==> src/rtl/ibpq_pkg.sv <==
// Shared types and constants for the IR beacon period qualifier.
`timescale 1ns / 1ps
package ibpq_pkg;

  localparam int PERIOD_W   = 16;
  localparam int CAP_W      = 32;
  localparam int RUN_W      = 32;
  localparam int MATCH_W    = 4;
  localparam int CFG_IDX_W  = 3;
  localparam int CFG_DATA_W = 16;

  // operation field codes
  localparam logic OP_CAPTURE = 1'b0;
  localparam logic OP_CLEAR   = 1'b1;

  // configuration register indexes
  typedef enum logic [CFG_IDX_W-1:0] {
    REG_MIN_PERIOD = 3'd0,
    REG_MAX_PERIOD = 3'd1,
    REG_FINDER_EN  = 3'd2,
    REG_BEACON     = 3'd3,
    REG_TOLERANCE  = 3'd4,
    REG_THRESHOLD  = 3'd5
  } cfg_reg_e;

  // reset values of the configuration registers
  localparam logic [PERIOD_W-1:0] MIN_PERIOD_RST = 16'd480;
  localparam logic [PERIOD_W-1:0] MAX_PERIOD_RST = 16'd820;
  localparam logic [PERIOD_W-1:0] BEACON_RST     = 16'd0;
  localparam logic [PERIOD_W-1:0] TOLERANCE_RST  = 16'd10;
  localparam logic [MATCH_W-1:0]  THRESHOLD_RST  = 4'd15;

  typedef struct packed {
    logic [PERIOD_W-1:0] min_period;
    logic [PERIOD_W-1:0] max_period;
    logic                finder_en;
    logic [PERIOD_W-1:0] beacon;
    logic [PERIOD_W-1:0] tolerance;
    logic [MATCH_W-1:0]  threshold;
  } cfg_t;

  // flags carried from the capture stage to the qualify stage
  typedef struct packed {
    logic op_clear;   // beat clears the run count
    logic too_long;   // tick delta is 65536 us or more
  } front_beat_t;

endpackage

==> src/rtl/ibpq_cfg.sv <==
// Configuration register file of the IR beacon period qualifier.
`timescale 1ns / 1ps
module ibpq_cfg (
  input  logic                             clk,
  input  logic                             rst_n,
  input  logic                             cfg_wr_en,
  input  logic [ibpq_pkg::CFG_IDX_W-1:0]   cfg_index,
  input  logic [ibpq_pkg::CFG_DATA_W-1:0]  cfg_wdata,
  output ibpq_pkg::cfg_t                   cfg
);
  import ibpq_pkg::*;

  cfg_t cfg_r;
  cfg_t cfg_nxt;

  always_comb begin
    cfg_nxt = cfg_r;
    if (cfg_wr_en) begin
      case (cfg_index)
        REG_MIN_PERIOD: cfg_nxt.min_period = cfg_wdata[PERIOD_W-1:0];
        REG_MAX_PERIOD: cfg_nxt.max_period = cfg_wdata[PERIOD_W-1:0];
        REG_FINDER_EN:  cfg_nxt.finder_en  = cfg_wdata[0];
        REG_BEACON:     cfg_nxt.beacon     = cfg_wdata[PERIOD_W-1:0];
        REG_TOLERANCE:  cfg_nxt.tolerance  = cfg_wdata[PERIOD_W-1:0];
        REG_THRESHOLD:  cfg_nxt.threshold  = cfg_wdata[MATCH_W-1:0];
        default: ;  // unmapped index, ignored
      endcase
    end
  end

  always_ff @(posedge clk) begin
    if (!rst_n) begin
      cfg_r.min_period <= MIN_PERIOD_RST;
      cfg_r.max_period <= MAX_PERIOD_RST;
      cfg_r.finder_en  <= 1'b0;
      cfg_r.beacon     <= BEACON_RST;
      cfg_r.tolerance  <= TOLERANCE_RST;
      cfg_r.threshold  <= THRESHOLD_RST;
    end else begin
      cfg_r <= cfg_nxt;
    end
  end

  assign cfg = cfg_r;

endmodule

==> src/rtl/ibpq_front.sv <==
// Capture stage: tick delta against the previous capture, input register.
`timescale 1ns / 1ps
module ibpq_front #(
  parameter int US_TICKS = 40
) (
  input  logic                                   clk,
  input  logic                                   rst_n,
  input  logic                                   in_valid,
  output logic                                   in_stall,
  input  logic                                   in_operation,
  input  logic [ibpq_pkg::CAP_W-1:0]             in_capture_time,
  input  logic                                   down_ready,
  output logic                                   beat_valid,
  output ibpq_pkg::front_beat_t                  beat,
  output logic [ibpq_pkg::PERIOD_W+$clog2(US_TICKS)-1:0] beat_ticks
);
  import ibpq_pkg::*;

  localparam int TICK_W = PERIOD_W + $clog2(US_TICKS);
  // first delta whose period no longer fits 16 bits
  localparam logic [CAP_W-1:0] LONG_LIMIT = CAP_W'((64'd1 << PERIOD_W) * 64'(US_TICKS));

  logic              valid_r, valid_nxt;
  logic [CAP_W-1:0]  prev_r, prev_nxt;
  front_beat_t       beat_r;
  logic [TICK_W-1:0] ticks_r;
  logic [CAP_W-1:0]  delta;
  logic              accept;
  logic              stage_ready;

  assign stage_ready = !valid_r || down_ready;
  assign in_stall    = !stage_ready;
  assign accept      = in_valid && stage_ready;
  assign delta       = in_capture_time - prev_r;

  always_comb begin
    valid_nxt = valid_r && !down_ready;
    prev_nxt  = prev_r;
    if (accept) begin
      valid_nxt = 1'b1;
      if (in_operation == OP_CAPTURE) begin
        prev_nxt = in_capture_time;
      end
    end
  end

  always_ff @(posedge clk) begin
    if (!rst_n) begin
      valid_r <= 1'b0;
      prev_r  <= '0;
    end else begin
      valid_r <= valid_nxt;
      prev_r  <= prev_nxt;
    end
  end

  always_ff @(posedge clk) begin
    if (accept) begin
      beat_r.op_clear <= (in_operation == OP_CLEAR);
      beat_r.too_long <= (delta >= LONG_LIMIT);
      ticks_r         <= delta[TICK_W-1:0];
    end
  end

  assign beat_valid = valid_r;
  assign beat       = beat_r;
  assign beat_ticks = ticks_r;

endmodule

==> src/rtl/ibpq_core.sv <==
// Qualify stage: period divide, window and beacon checks, result register.
`timescale 1ns / 1ps
module ibpq_core #(
  parameter int US_TICKS = 40
) (
  input  logic                                   clk,
  input  logic                                   rst_n,
  input  ibpq_pkg::cfg_t                         cfg,
  input  logic                                   beat_valid,
  input  ibpq_pkg::front_beat_t                  beat,
  input  logic [ibpq_pkg::PERIOD_W+$clog2(US_TICKS)-1:0] beat_ticks,
  output logic                                   down_ready,
  output logic                                   out_valid,
  input  logic                                   out_stall,
  output logic [ibpq_pkg::PERIOD_W-1:0]          out_period_us,
  output logic                                   out_period_valid,
  output logic                                   out_edge_rejected,
  output logic [ibpq_pkg::RUN_W-1:0]             out_run_count,
  output logic                                   out_beacon_aligned
);
  import ibpq_pkg::*;

  // reciprocal divide, exact for any delta below 2^TICK_W
  localparam int DIV_L  = $clog2(US_TICKS);
  localparam int TICK_W = PERIOD_W + DIV_L;
  localparam int DIV_S  = TICK_W + DIV_L;
  localparam int MUL_W  = TICK_W + 1;
  localparam int PROD_W = TICK_W + MUL_W;
  localparam logic [MUL_W-1:0] RECIP =
    MUL_W'(((64'd1 << DIV_S) + 64'(US_TICKS) - 64'd1) / 64'(US_TICKS));

  logic                first_r, first_nxt;
  logic [PERIOD_W-1:0] vper_r, vper_nxt;
  logic [RUN_W-1:0]    run_r, run_nxt;
  logic [MATCH_W-1:0]  match_r, match_nxt;
  logic                ovalid_r, ovalid_nxt;
  logic                pvalid_nxt, reject_nxt, align_nxt;
  logic                pvalid_r, reject_r, align_r;
  logic [PERIOD_W-1:0] oper_r;
  logic [RUN_W-1:0]    orun_r;

  logic [PROD_W-1:0]   prod;
  logic [PERIOD_W-1:0] per;
  logic                in_window;
  logic [PERIOD_W-1:0] lo_bound;
  logic [PERIOD_W:0]   hi_bound;
  logic                on_beacon;
  logic [MATCH_W-1:0]  match_inc;
  logic                fire;

  assign down_ready = !ovalid_r || !out_stall;
  assign fire       = beat_valid && down_ready;

  assign prod = {{MUL_W{1'b0}}, beat_ticks} * {{TICK_W{1'b0}}, RECIP};
  assign per  = prod[DIV_S +: PERIOD_W];

  assign in_window = !beat.too_long && (per < cfg.max_period) && (per > cfg.min_period);

  // lower bound saturates at zero, upper keeps its carry
  assign lo_bound  = (cfg.beacon > cfg.tolerance) ? (cfg.beacon - cfg.tolerance) : '0;
  assign hi_bound  = {1'b0, cfg.beacon} + {1'b0, cfg.tolerance};
  assign on_beacon = (per >= lo_bound) && ({1'b0, per} <= hi_bound);
  assign match_inc = match_r + 1'b1;

  always_comb begin
    first_nxt  = first_r;
    vper_nxt   = vper_r;
    run_nxt    = run_r;
    match_nxt  = match_r;
    pvalid_nxt = 1'b0;
    reject_nxt = 1'b0;
    align_nxt  = 1'b0;
    if (fire) begin
      if (beat.op_clear) begin
        run_nxt = '0;
      end else if (first_r) begin
        first_nxt = 1'b0;
      end else if (!in_window) begin
        first_nxt  = 1'b1;
        vper_nxt   = '0;
        reject_nxt = 1'b1;
      end else begin
        pvalid_nxt = 1'b1;
        run_nxt    = run_r + 1'b1;
        vper_nxt   = per;
        if (cfg.finder_en) begin
          if (on_beacon) begin
            if (match_inc >= cfg.threshold) begin
              align_nxt = 1'b1;
              match_nxt = '0;
            end else begin
              match_nxt = match_inc;
            end
          end else begin
            match_nxt = '0;
          end
        end
      end
    end
  end

  assign ovalid_nxt = fire || (ovalid_r && out_stall);

  always_ff @(posedge clk) begin
    if (!rst_n) begin
      first_r  <= 1'b1;
      vper_r   <= '0;
      run_r    <= '0;
      match_r  <= '0;
      ovalid_r <= 1'b0;
    end else begin
      first_r  <= first_nxt;
      vper_r   <= vper_nxt;
      run_r    <= run_nxt;
      match_r  <= match_nxt;
      ovalid_r <= ovalid_nxt;
    end
  end

  always_ff @(posedge clk) begin
    if (fire) begin
      oper_r   <= vper_nxt;
      pvalid_r <= pvalid_nxt;
      reject_r <= reject_nxt;
      orun_r   <= run_nxt;
      align_r  <= align_nxt;
    end
  end

  assign out_valid          = ovalid_r;
  assign out_period_us      = oper_r;
  assign out_period_valid   = pvalid_r;
  assign out_edge_rejected  = reject_r;
  assign out_run_count      = orun_r;
  assign out_beacon_aligned = align_r;

  a_flags_exclusive: assert property (@(posedge clk) disable iff (!rst_n)
    out_valid |-> !(out_period_valid && out_edge_rejected))
    else $error("period both valid and rejected");

  a_aligned_needs_valid: assert property (@(posedge clk) disable iff (!rst_n)
    (out_valid && out_beacon_aligned) |-> out_period_valid)
    else $error("aligned pulse without an in-window period");

  a_valid_in_window: assert property (@(posedge clk) disable iff (!rst_n)
    (out_valid && out_period_valid) |->
      (out_period_us > cfg.min_period && out_period_us < cfg.max_period))
    else $error("validated period outside the window");

  a_reject_clears: assert property (@(posedge clk) disable iff (!rst_n)
    (out_valid && out_edge_rejected) |-> (out_period_us == '0 && !out_beacon_aligned))
    else $error("rejected edge left a period");

  a_reject_rearms: assert property (@(posedge clk) disable iff (!rst_n)
    (fire && reject_nxt) |=> first_r)
    else $error("rejection did not re-arm first edge");

endmodule

==> src/rtl/ir_beacon_period_qualifier.sv <==
// Top level of the IR beacon period qualifier.
`timescale 1ns / 1ps
//
//  channel | direction | handshake         | payload
//  --------+-----------+-------------------+--------------------------------------------
//  in_     | in        | in_valid/in_stall | operation, capture_time
//  out_    | out       | out_valid/out_stall| period_us, period_valid, edge_rejected,
//          |           |                   | run_count, beacon_aligned
//  cfg_    | in        | cfg_wr_en         | cfg_index, cfg_wdata (write only)
//
//  One beat per cycle in and out while out_stall is low. In order,
//  the capture stage registers the tick delta, then the qualify stage runs the
//  reciprocal multiply and the window/beacon checks into the result register.
//  Synchronous reset: first-edge armed, counts and validated period zero,
//  registers at their defaults. No clearing pass.
//  A stalled result holds; the capture stage still takes a beat while its
//  own register is free, so stall reaches in_stall only when both stages hold.
//
module ir_beacon_period_qualifier #(
  parameter int US_TICKS = 40
) (
  input  logic                             clk,
  input  logic                             rst_n,
  // capture input
  input  logic                             in_valid,
  output logic                             in_stall,
  input  logic                             in_operation,
  input  logic [ibpq_pkg::CAP_W-1:0]       in_capture_time,
  // result output
  output logic                             out_valid,
  input  logic                             out_stall,
  output logic [ibpq_pkg::PERIOD_W-1:0]    out_period_us,
  output logic                             out_period_valid,
  output logic                             out_edge_rejected,
  output logic [ibpq_pkg::RUN_W-1:0]       out_run_count,
  output logic                             out_beacon_aligned,
  // configuration writes
  input  logic                             cfg_wr_en,
  input  logic [ibpq_pkg::CFG_IDX_W-1:0]   cfg_index,
  input  logic [ibpq_pkg::CFG_DATA_W-1:0]  cfg_wdata
);
  import ibpq_pkg::*;

  localparam int TICK_W = PERIOD_W + $clog2(US_TICKS);

  cfg_t              cfg;
  logic              beat_valid;
  front_beat_t       beat;
  logic [TICK_W-1:0] beat_ticks;
  logic              down_ready;

  ibpq_cfg u_cfg (
    .clk       (clk),
    .rst_n     (rst_n),
    .cfg_wr_en (cfg_wr_en),
    .cfg_index (cfg_index),
    .cfg_wdata (cfg_wdata),
    .cfg       (cfg)
  );

  // previous capture lives here; delta computed as the beat is taken
  ibpq_front #(
    .US_TICKS (US_TICKS)
  ) u_front (
    .clk             (clk),
    .rst_n           (rst_n),
    .in_valid        (in_valid),
    .in_stall        (in_stall),
    .in_operation    (in_operation),
    .in_capture_time (in_capture_time),
    .down_ready      (down_ready),
    .beat_valid      (beat_valid),
    .beat            (beat),
    .beat_ticks      (beat_ticks)
  );

  // first-edge flag, validated period, run and match counts live here
  ibpq_core #(
    .US_TICKS (US_TICKS)
  ) u_core (
    .clk                (clk),
    .rst_n              (rst_n),
    .cfg                (cfg),
    .beat_valid         (beat_valid),
    .beat               (beat),
    .beat_ticks         (beat_ticks),
    .down_ready         (down_ready),
    .out_valid          (out_valid),
    .out_stall          (out_stall),
    .out_period_us      (out_period_us),
    .out_period_valid   (out_period_valid),
    .out_edge_rejected  (out_edge_rejected),
    .out_run_count      (out_run_count),
    .out_beacon_aligned (out_beacon_aligned)
  );

endmodule
==> config.mk <==
export PLATFORM = sky130hd
export DESIGN_NAME = ir_beacon_period_qualifier
export DESIGN_NICKNAME = d
export VERILOG_FILES = /design/src/rtl/ibpq_pkg.sv /design/src/rtl/ibpq_cfg.sv /design/src/rtl/ibpq_front.sv /design/src/rtl/ibpq_core.sv /design/src/rtl/ir_beacon_period_qualifier.sv
export SDC_FILE = /design/constraint.sdc
export NUM_CORES = 1
export LEC_CHECK = 0
export BUFFER_PORTS_ARGS = -buffer_cell sky130_fd_sc_hd__buf_2
export CAP_MARGIN = 10
export CELL_PAD_IN_SITES_DETAIL_PLACEMENT = 1
export CELL_PAD_IN_SITES_GLOBAL_PLACEMENT = 1
export CORE_UTILIZATION = 35
export DETAILED_ROUTE_END_ITERATION = 16
export PLACE_DENSITY = 0.68
export SLEW_MARGIN = 20
export SYNTH_ARGS = -nofsm -noshare
export SYNTH_HDL_FRONTEND = slang
export SYNTH_SLANG_ARGS = --single-unit
==> constraint.sdc <==
create_clock -name clk -period 11.31 [get_ports clk]
set_clock_uncertainty 0.15 [all_clocks]
set_input_delay 1.131 -clock clk [delete_from_list [all_inputs] [get_ports clk]]
set_output_delay 1.131 -clock clk [all_outputs]
set_load 0.02 [all_outputs]
# Word level (Yosys, flattened, before mapping)
# Index checks and enable logic that the tools add are counted.
word_totals:
  register_bits: 231
  inputBits: 57
  out_inout_bits: 53
  word_cells: 89
op_classes:
  addsub: 5
  n_mul: 1
  order_cmp: 7
  n_eq_ne: 5
  n_mux: 16
  bitwise_logic: 6
  n_reduce_logical: 28
ops:
  columns: ["cell", "n"]
  rows:
  - ["$mux 32", 4]
  - ["$mux 16", 5]
  - ["$mul 22x23->44 const B", 1]
  - ["$add 32x1->32 const B", 1]
  - ["$ge 32x22->1 const B", 1]
  - ["$gt 16x16->1", 2]
  - ["$sub 32x32->32", 1]
  - ["$add 16x16->17", 1]
  - ["$le 16x17->1", 1]
  - ["$ge 16x16->1", 1]
  - ["$lt 16x16->1", 1]
  - ["$reduce_and 2->1", 8]
  - ["$sub 16x16->16", 1]
  - ["$mux 4", 2]
  - ["$logic_and 1x1->1", 7]
  - ["$eq 3x2->1 const B", 2]
  - ["$eq 3x3->1 const B", 2]
  - ["$logic_not 1->1", 6]
  - ["$not 1->1", 6]
  - ["$mux 1", 5]
  - ["$reduce_and 5->1", 1]
  - ["$reduce_or 5->1", 1]
  - ["$add 4x1->4 const B", 1]
  - ["$ge 4x4->1", 1]
  - ["other kinds (4)", 6]

# Longest topological paths before layout
logic_depth:
  ltp_word: 8
  depth_mapped: 39
  ltp_nobuf: 39

# Hierarchy
# Synthesis repeated with hierarchy kept, for this count alone.
hier_totals:
  cells_unflattened: 2326
  hier_area_um2: 21343.0
modules_own_cells:
  columns: ["mod", "instances", "cells_per_inst", "area_each_um2", "seq_area_each_um2"]
  rows:
  - ["ibpq_core", 1, 1648, 14984.4, 2612.5]
  - ["ibpq_front", 1, 418, 3662.3, 1381.3]
  - ["ibpq_cfg", 1, 260, 2696.3, 1381.3]

# Worst setup path after synthesis
# OpenSTA, ideal clock, no wires.
synth_path:
  path_type: "register to register"
  start: "register u_front.ticks_r[20] (netlist: u_front.beat_ticks[20])"
  end: "register u_core.orun_r[10] (netlist: u_core.out_run_count[10]) (data pin)"
  setup_ps: 264
  arrival_time_ps: 8587
  t_required_ps: 10896
  slack_ps: 2310
  stages_incl_launch_ff: 38
  path_buffers: 2
  synth_period_minus_slack_ps: 9000
  path_cell_list: "edfxtp_1 inv_1 ha_1 inv_1 fa_1 inv_1 fa_1 inv_1 fa_1 fa_1 fa_1 inv_1 fa_1 inv_1 ha_1 a21oi_2 o211a_1 a211oi_1 [... 2 more ...] a31oi_1 nor2_1 o21a_1 o21a_1 nor2_1 xnor2_1 ha_1 a21oi_1 nand3_1 mux2i_1 a211oi_1 maj3_2 nor2_2 o2111ai_4 buf_6 buf_4 o311ai_1 nand2_1"
synth_via:
  elab_chain_cells: 8
  word_cells_on_any_way: 9
  classes_between: "mul (1); order compare (2); mux (4); reduce/logical (2)"
synth_rtl:
  columns: ["element", "line", "text"]
  rows:
  - ["start: declaration", "ibpq_front.sv:26", "logic [TICK_W-1:0] ticks_r;"]
  - ["start signal: assignment", "ibpq_front.sv:61", "ticks_r <= delta[TICK_W-1:0];"]
  - ["$mul 22x23->44 (*)", "ibpq_core.sv:54", "assign prod = {{MUL_W{1'b0}}, beat_ticks} * {{TICK_W{1'b0}}, RECIP};"]
  - ["$lt 16x16->1", "ibpq_core.sv:57", "assign in_window = !beat.too_long && (per < cfg.max_period) && (per > cfg.min_period);"]
  - ["$logic_and 1x1->1", "ibpq_core.sv:57", null]
  - ["$logic_and 1x1->1 (*)", "ibpq_core.sv:57", null]
  - ["$mux 32 (*)", "ibpq_core.sv:78", "end else if (!in_window) begin"]
  - ["$mux 32 (*)", "ibpq_core.sv:76", "end else if (first_r) begin"]
  - ["$mux 32 (*)", "ibpq_core.sv:74", "if (beat.op_clear) begin"]
  - ["$mux 32 (*)", "ibpq_core.sv:73", "if (fire) begin"]
  - ["named net u_core.run_nxt[10]", "ibpq_core.sv:34", "logic [RUN_W-1:0] run_r, run_nxt;"]
  - ["end signal: assignment", "ibpq_core.sv:125", "orun_r <= run_nxt;"]
  - ["end: declaration", "ibpq_core.sv:40", "logic [RUN_W-1:0] orun_r;"]
# The timed path passes the listed nets; every way through them passes the cells marked *.
# A chain may end at the register's enable or synchronous reset.

# Worst setup path after layout
layout_path:
  start: "register u_front.ticks_r[20] (netlist: u_front.beat_ticks[20])"
  end: "register u_core.orun_r[19] (netlist: u_core.out_run_count[19]) (data pin)"
# The elaborated chain is that of the path after synthesis.

==> flow_summary.yaml <==
run_status:
  status: "finished, final reports clean"
min_path:
  holdPathStages: 2
  holdCritPathClass: "flop to flop"
  min_from: "u_front.prev_r[27]$_SDFFE_PN0P_"
global_routing:
  grt_pass1_wl_um: 99300
  grt_use_total: 0.198
  gr-total-overflow: 0
  grt_max_degree: 59
  grt_antenna_before_repair: 0
  grt_pass1_vias: 18381
sta:
  tns_ns: 0
  slew_headroom: 0.261
  grt_setup_unrepaired: "no"
  setup_violations: 0
  hold_viol_final: 0
  drv_slew: 0
  fmax_ghz: 0.0980
  layout_min_cycle_time_ns: 10.20
  tightest_slew_ns: 1.10
  fin_crit_sh: 0.902
yosys:
  yosysTopAreaCell: "ha_1"
  synth_area_leaders: "ha_1 (17%), dfxtp_1 (15%), fa_1 (14%)"
  ys_seq_area_frac: 0.251
  synth-edff-count: 75
  synthDominantCellAreaShare: 0.172
  synth_top_family_by_area: "adder cells"
  synth_fp_nets: 2904
  synth.area.mux_share: 0.0150
  ys_seq_elements: 231
  synth-xor-area-share: 0.0314
  yosys_warnings: 0
  synthSimpleGateAreaFrac: 0.151
  synth-compound-area-share: 0.160
  netlist_area_sq_um: 21400
  synth_cell_types: 101
  async_reset_ff_frac: 0
  avgSynthCellArea_sq_um: 8.89
  synth-main-ff-cell: "dfxtp_1"
  synthAdderAreaFrac: 0.309
  netlist_instances: 2408
cts:
  cts_max_path_buffers: 3
  cts_made_buffers: 27
  clkLatencyLatePin_ns: 0.59
  cts_hold_buf: 0
  path_clk_slew_ns: 0.06
  cts_resized: 0
  postCtsSetupBuffers: 0
  htreeDepth: 1
  cts_tree: "done"
  cts.sinks: 231
  root_buffer: "clkbuf_16"
critical_path:
  worstSetupStartpoint: "u_front.beat_ticks[20]$_DFFE_PP_"
  worstRegToRegCells: 36
  required_ns: 11.59
  crit_type: "flop to flop"
  r2r_start: "u_front.beat_ticks[20]$_DFFE_PP_"
  critPathMaxStageDelay_ns: 0.69
  crit_path_end_kind: "flop"
  worst_ep_arrival_time_ns: 10.48
  crit_fanout: 27
  slowest_stage: "or4_1"
  worstSetupStartpointType: "flop"
job:
  cap_violations: 0
floorplanning:
  coreArea_sq_um: 60400
  initial_core_util: 0.354
  die_width_um: 249
  die_area_sq_um: 62100
  row_count: 90
  io_pins: 110
  die_h_um: 249
place:
  dpl.hpwl_um: 50500
  routabilityCongestion: 0.881
  portBuffers: 109
detailed_routing:
  route.antenna.remaining_nets: 0
  drcViolationCount: 0
  drt_pre_antenna_iters: 5
  wl_per_cell_um: 19.0
  drt-initial-drc-count: 686
  routed_via_density: 5.32
  vias: 17509
  finalWirelength_um: 62600
final_layout:
  num-nets-final: 2986
  area_delta_synth_final_pct: 10.6
  fillers: 7105
  drive_above_1_share: 0.0936
  utilization: 0.392
  num_antenna_cells: 0
path summary, 6_finish.rpt:
check / slack (ns) / endpoint
hold / removal: 0.31 / u_front.prev_r[27]$_SDFFE_PN0P_
setup reg to reg: 1.11 / u_core.out_run_count[19]$_DFFE_PP_
setup / recovery: 1.11 / u_core.out_run_count[19]$_DFFE_PP_
hold reg to reg: 0.31 / u_front.prev_r[27]$_SDFFE_PN0P_
worst max-delay path, delay by kind of cell, from the launching register on:
kind,cells,cell delay [ns]
xor+xnor,1,0.13
fa+ha+maj,10,4.51
flops,1,0.42
simple gates,5,1.28
mux,1,0.17
compound gates,12,2.82
buf+inv,7,0.60
final cells by class:
cell class                      count  area, sq um  area share
Clock buffer                       32          724      0.0306
Timing Repair Buffer              131          711      0.0300
Tap cell                          782          978      0.0413
Inverter                          377         1420      0.0598
Clock inverter                     18          174     0.00735
Multi-Input combinational cell   1722        14300       0.604
Sequential cell                   231         5380       0.227
stage by stage:
stage	std cells	hold slack (ns)	setup slack, ns	cell area, sq um
after floorplan	2408	0.286	2.31	21400
after global placement	3243	0.292	1.52	22800
after detailed placement	3243	0.301	1.14	22800
after CTS	3293	0.310	1.11	23700
after global routing	3293	0.320	0.630	23700
final	3293	0.308	1.11	23700
placed cells by master (no fill, tap or decap), types with 29 or more instances in the layout:
cell type  instances
inv_1            375
nand2_1          313
ha_1             294
a21oi_1          194
dfxtp_1          156
fa_1             145
buf_2            109
nor2_1           103
edfxtp_1          75
o21ai_0           57
xnor2_1           49
nand4_1           47
a21o_1            32
mux2i_1           32
nand2b_1          30
nand3_1           29
cell families (layout without fill, tap and decap cells):
kind of cell	count (synthesis)	count (layout)
compound gates	503	503
xor+xnor	71	71
fa+ha+maj	442	442
buf+inv	455	558
flops	231	231
mux	32	32
simple gates	674	674
state kept, by name, indices dropped and copies added (netlist names):
signal	cells
u_front.prev_r	32
u_core.vper_r	16
u_core.out_edge_rejected	1
u_core.run_r	32
u_core.first_r	1
u_front.beat_valid	1
u_core.out_period_us	16
u_core.match_r	4
u_front.beat_ticks	22
u_core.out_valid	1
u_core.out_run_count	32
u_core.out_beacon_aligned	1
u_cfg.cfg	69
u_front.beat	2
u_core.out_period_valid	1
synthesized netlist by cell type (all sizes together) (17+ instances only):
library cell and number:
clkbuf 67, dfxtp 156, nand2b 30, nor2 104
or3 21, nor3 32, nand3 29, nand2 314
inv 377, a21o 34, a22o 17, mux2i 32
a21oi 198, fa 145, o21a 24, nor2b 18
o21ai 65, and3 20, o211ai 24, edfxtp 75
ha 294, nand4 47, xor2 17, or4 19
xnor2 51
routing by layer:
layer | up-vias | routed length [um] | GRT usage | part of all wire
li1 | 8379 | - | - | -
met1 | 8771 | 28300 | 0.256 | 0.45
met2 | 284 | 30200 | 0.346 | 0.48
met3 | 75 | 2670 | 0.0288 | 0.043
met4 | 0 | 1360 | 0.0492 | 0.022
met5 | - | 0 | 0 | 0
Power is not shown: default switching activity piles up to over one toggle a cycle in this logic, so the estimate is an artifact.
